## src/rtl/ffa_pkg.sv

```systemverilog
// ============================================================================
// ffa_pkg
// Shared codes, field widths and controller/datapath interface structs for
// the first-fit free-list allocator.
// ============================================================================
package ffa_pkg;

    // Item field widths
    localparam int KIND_W = 2;
    localparam int REQ_W  = 17;
    localparam int OFF_W  = 16;
    localparam int ST_W   = 2;

    // Rounded request width: a 17-bit request rounded up to a block (<= 4096)
    localparam int SZ_W = 18;

    // Item kinds
    localparam logic [KIND_W-1:0] KIND_INIT  = 2'd0;
    localparam logic [KIND_W-1:0] KIND_ALLOC = 2'd1;
    localparam logic [KIND_W-1:0] KIND_FREE  = 2'd2;

    // Result status codes
    localparam logic [ST_W-1:0] ST_OK         = 2'd0;
    localparam logic [ST_W-1:0] ST_NOMEM      = 2'd1;
    localparam logic [ST_W-1:0] ST_NULL       = 2'd2;
    localparam logic [ST_W-1:0] ST_MISALIGNED = 2'd3;

    // Controller -> datapath commands
    typedef struct packed {
        logic            load;       // latch input item
        logic            wr_init;    // heap init: descriptor 0 and list head
        logic            wr_free;    // push freed segment on list head
        logic            walk_init;  // start walk at list head
        logic            rd_issue;   // read descriptor at cursor
        logic            step;       // advance cursor to next link
        logic            wr_link;    // relink predecessor or list head
        logic            wr_new;     // write split-off descriptor
        logic            wr_blk;     // write allocated descriptor
        logic            set_res;    // capture result
        logic            res_pay;    // result carries the payload offset
        logic [ST_W-1:0] res_status;
        logic            out_load;   // move result into output register
    } ffa_cmd_t;

    // Datapath -> controller status
    typedef struct packed {
        logic [KIND_W-1:0] kind;
        logic              null_ptr;
        logic              misaligned;
        logic              cur_valid;
        logic              walk_done;
        logic              fits;
        logic              split;
        logic              out_free;
    } ffa_sts_t;

endpackage

```

## src/rtl/ffa_ctrl.sv

```systemverilog
// ============================================================================
// ffa_ctrl
// Sequencer for init, free and the first-fit allocate walk.
// ============================================================================
module ffa_ctrl (
    input  logic              clk,
    input  logic              rst_n,
    input  logic              in_valid,
    output logic              in_ready,
    input  ffa_pkg::ffa_sts_t sts,
    output ffa_pkg::ffa_cmd_t cmd
);
    import ffa_pkg::*;

    typedef enum logic [2:0] {
        S_IDLE,
        S_DISPATCH,
        S_WALK,
        S_CHECK,
        S_LINK,
        S_NEW,
        S_BLK,
        S_RESP
    } state_t;

    state_t state_reg;
    state_t state_next;

    always_comb
    begin
        cmd        = '0;
        state_next = state_reg;
        in_ready   = 1'b0;
        case (state_reg)
            S_IDLE:
            begin
                in_ready = 1'b1;
                if (in_valid)
                begin
                    cmd.load   = 1'b1;
                    state_next = S_DISPATCH;
                end
            end
            S_DISPATCH:
            begin
                cmd.set_res    = 1'b1;
                cmd.res_status = ST_OK;
                state_next     = S_RESP;
                case (sts.kind)
                    KIND_INIT:
                        cmd.wr_init = 1'b1;
                    KIND_ALLOC:
                    begin
                        cmd.set_res   = 1'b0;
                        cmd.walk_init = 1'b1;
                        state_next    = S_WALK;
                    end
                    KIND_FREE:
                    begin
                        if (sts.null_ptr)
                            cmd.res_status = ST_NULL;
                        else if (sts.misaligned)
                            cmd.res_status = ST_MISALIGNED;
                        else
                            cmd.wr_free = 1'b1;
                    end
                    default:
                        cmd.res_status = ST_OK;
                endcase
            end
            S_WALK:
            begin
                if (!sts.cur_valid || sts.walk_done)
                begin
                    cmd.set_res    = 1'b1;
                    cmd.res_status = ST_NOMEM;
                    state_next     = S_RESP;
                end
                else
                begin
                    cmd.rd_issue = 1'b1;
                    state_next   = S_CHECK;
                end
            end
            S_CHECK:
            begin
                if (sts.fits)
                    state_next = S_LINK;
                else
                begin
                    cmd.step   = 1'b1;
                    state_next = S_WALK;
                end
            end
            S_LINK:
            begin
                cmd.wr_link = 1'b1;
                state_next  = sts.split ? S_NEW : S_BLK;
            end
            S_NEW:
            begin
                cmd.wr_new = 1'b1;
                state_next = S_BLK;
            end
            S_BLK:
            begin
                cmd.wr_blk     = 1'b1;
                cmd.set_res    = 1'b1;
                cmd.res_pay    = 1'b1;
                cmd.res_status = ST_OK;
                state_next     = S_RESP;
            end
            S_RESP:
            begin
                if (sts.out_free)
                begin
                    cmd.out_load = 1'b1;
                    state_next   = S_IDLE;
                end
            end
            default:
                state_next = S_IDLE;
        endcase
    end

    always_ff @(posedge clk or negedge rst_n)
    begin
        if (!rst_n)
            state_reg <= S_IDLE;
        else
            state_reg <= state_next;
    end

endmodule
```

## config.mk

```make
export PLATFORM = sky130hd
export DESIGN_NAME = ffa_ctrl
export DESIGN_NICKNAME = d
export VERILOG_FILES = /design/src/rtl/ffa_pkg.sv /design/src/rtl/ffa_ctrl.sv
export SDC_FILE = /design/constraint.sdc
export NUM_CORES = 1
export LEC_CHECK = 0
export ABC_AREA = 1
export ABC_CLOCK_PERIOD_IN_PS = 1300
export BUFFER_PORTS_ARGS = -buffer_cell sky130_fd_sc_hd__buf_2
export CAP_MARGIN = 20
export CORE_AREA = 4 4 41 43
export CTS_CLUSTER_DIAMETER = 60
export DETAILED_ROUTE_END_ITERATION = 16
export DIE_AREA = 0 0 45 47
export GPL_TIMING_DRIVEN = 0
export HOLD_SLACK_MARGIN = 0.15
export PLACE_DENSITY = 0.65
export SLEW_MARGIN = 5
export SYNTH_ARGS = -nofsm -noshare
export SYNTH_HDL_FRONTEND = slang
export SYNTH_SLANG_ARGS = --single-unit
```

## constraint.sdc

```tcl
create_clock -name clk -period 1.3 [get_ports clk]
set_input_delay 0.195 -clock clk [delete_from_list [all_inputs] [get_ports clk]]
set_output_delay 0.195 -clock clk [all_outputs]
set_load 0.05 [all_outputs]
```

==> metrics.yaml <==
synthesis.nets: 76
track_usage_pct: 16.31
clk_pin_slew_ns: 0.04
p_leak_nw: 0.5026
dp_hpwl_um: 947.8
path_class: "register to primary output"
worst-path-max-fanout: 6
cts_sinks: 3
final-setup-viol-count: 15
antenna_cells: 0
syn_avg_cell_area_um2: 7.077
synth-simple-area-share_pct: 56.08
synth_cell_type_count: 24
synthXorXnorAreaFrac_pct: 0
portBuffers: 26
path_delay_family: "simple AND/OR/NAND/NOR gates"
synth.area.mux_share_pct: 0
post_dp_cell_area_um2: 681.9
dominantRegCellSynth: "dfrtp_1"
grt_pass1_vias: 630
min_period_ns: 1.577
num-fill-cells: 84
worst_pin_slew_ns: 0.3011
area_growth_pct: 120.2
fin_ws_ns: -0.2773
dpl.cell_count: 105
timing.fmax_ghz: 0.6340
ctsHtreeMaxLevel: 1
vias: 630
slowest_stage: "dfrtp_1"
slew_headroom_pct: 79.85
wl_met3_um: 106
synth_edf_count: 0
report.power.total_mw: 2.686
p_per_area_nw_per_um2: 2693
cp.arrival_ns: 1.38
syn_inst: 64
yosysTopAreaCell: "dfrtp_1"
ys_seq_area_share_pct: 16.57
synth_top_family_by_area: "simple AND/OR/NAND/NOR gates"
violations: "negative setup slack"
grt_first_pass_wirelength_um: 2566
regArea_um2: 75.07
overflow: 0
gp_congestion: 0.7150
cap_violations: 0
min_period_over_period_pct: 121.3
path_cells: "buf_8 -> inv_8 -> nor2_4 -> nand2_4 -> nor2_4 -> nor2_1 -> nand2_2 -> buf_8"
crit_buf_inv: 3
wl_met2_um: 938
die_w_um: 45
ir_drop_mv: 1.694
worstPathRequired_ns: 1.11
drtIter0Drc: 7
io_pins: 27
synth_commonest_cells: "11 x inv_1, 8 x nand2_1, 8 x nor2_1"
antenna_found_initial: 0
netlist_area_um2: 452.9
hold_viol_final: 0
drc: 0
root_buffer: "clkbuf_4"
skew_ns: 0.005192
design.die.area_um2: 2115
synthAdderAreaFrac_pct: 0
wl_met1_um: 604
clk_latency_ns: 0.24
largest_register_ffs: 3
maxSlewViolCount: 0
ant_nets: 0
synth_compound_area_share_pct: 4.420
stdcell_area_um2: 997.2
dr.pass1.iters: 4
rsz0062_at_grt: "yes"
rows: 13
grt_max_degree: 10
routedWlPerCell_um: 13.40
start_util_pct: 34.81
coreArea_um2: 1301
multiInputGateArea_um2: 397.9
min_path_type: "input port to register"
vias_per_cell: 5.081
synth.most_common_cell: "inv_1"
nets: 122
ys_async_sr_fraction_pct: 100.0
ys_warn_count: 0
cts_tree: "built"
wirelength_um: 1662
fin_cells: 124
die_h_um: 47
clockBufferDepth: 2
status: "complete, but fails checks"
synthTopCellsByArea: "dfrtp_1 17%, inv_1 9.1%, buf_6 7.5%"
top_layer: "met4"
max_stage_delay_ns: 0.37
synth_top_area_share_pct: 16.57
crit_path_end_kind: "primary output"
worst_setup_path_start_kind: "register"
numCtsBuffers: 3
r2r_setup_slack_ns: 0.06
drive_gt1_share_pct: 66.06
ys_seq_elements: 3
-- timing repair --
item | CTS | global route
setup endpoints to repair | 15 | 15
resized for setup | 39 | 10
cloned | 0 | 0
setup buffers | 6 | 8
hold endpoints to repair | 3 | 0
pin swaps | 2 | 4
hold buffers | 1 | 0
-- cell type report --
| class | count | share of cell area, % |
|---|---|---|
| Multi-Input combinational cell | 43 | 39.90 |
| Timing Repair Buffer | 41 | 35.88 |
| Sequential cell | 3 | 7.528 |
| Inverter | 14 | 6.775 |
| Buffer | 4 | 5.395 |
| Clock buffer | 4 | 2.635 |
| Tap cell | 15 | 1.882 |
-- report_power, final --
group          total, mW  internal, mW  switching, mW
registers          0.170         0.145         0.0255
logic               2.34         0.982           1.36
clock network      0.173         0.116         0.0577
-- cells by family (layout without fill, tap and decap cells) --
| kind of cell | Yosys count | count (layout) |
|---|---|---|
| AND/OR/NAND/NOR | 40 | 40 |
| flip-flops | 3 | 3 |
| buffers and inverters | 18 | 63 |
| AO/OA/AOI/OAI | 3 | 3 |
-- worst reg2reg max path, delay by kind of cell, from the launching register on --
kind / cells / cell delay (ns)
buffers and inverters: 3 / 0.43
and+or+nand+nor: 5 / 0.39
DFF: 1 / 0.36
-- final timing paths --
check,endpoint,cells after the start,start
min,state_reg[1],4,sts[1]
min reg2reg,state_reg[0],6,state_reg[2]
max in group asynchronous,state_reg[1],2,rst_n
max,cmd[4],8,state_reg[1]
min in group asynchronous,state_reg[0],2,rst_n
max reg2reg,state_reg[0],8,state_reg[0]
-- layout by cell type (no fill, tap or decap), types with 2 or more instances in the layout --
cell type and n:
nand4_1 4, buf_2 11, nand2_4 2, inv_2 2, buf_4 14, nor2_4 5
nand3_1 5, inv_1 10, buf_6 13, dfrtp_1 3, inv_8 2, nor2_1 6
buf_8 5, nand2_1 6, nor4_4 2, clkbuf_4 3, nor3_4 5
-- layer usage --
metal / track usage (%) / up-vias
li1: - / 301
met1: 17.16 / 300
met2: 32.77 / 26
met3: 3.448 / 3
met4: 3.509 / 0
met5: 0 / -
-- stage by stage --
step	hold WS (ns)	worst slack [ns]	util [%]	setup TNS, ns
floorplan	-0.1006	-0.2947	-	-1.591
global placement	-0.009700	-0.1136	52.40	-0.5180
detailed placement	-0.006965	-0.1253	52.40	-0.5137
CTS	0.2563	-0.2581	68.75	-2.632
global route	0.2709	-0.3347	76.63	-3.888
finish	0.2576	-0.2773	76.63	-3.135
Power figures use the tool's default switching activity.
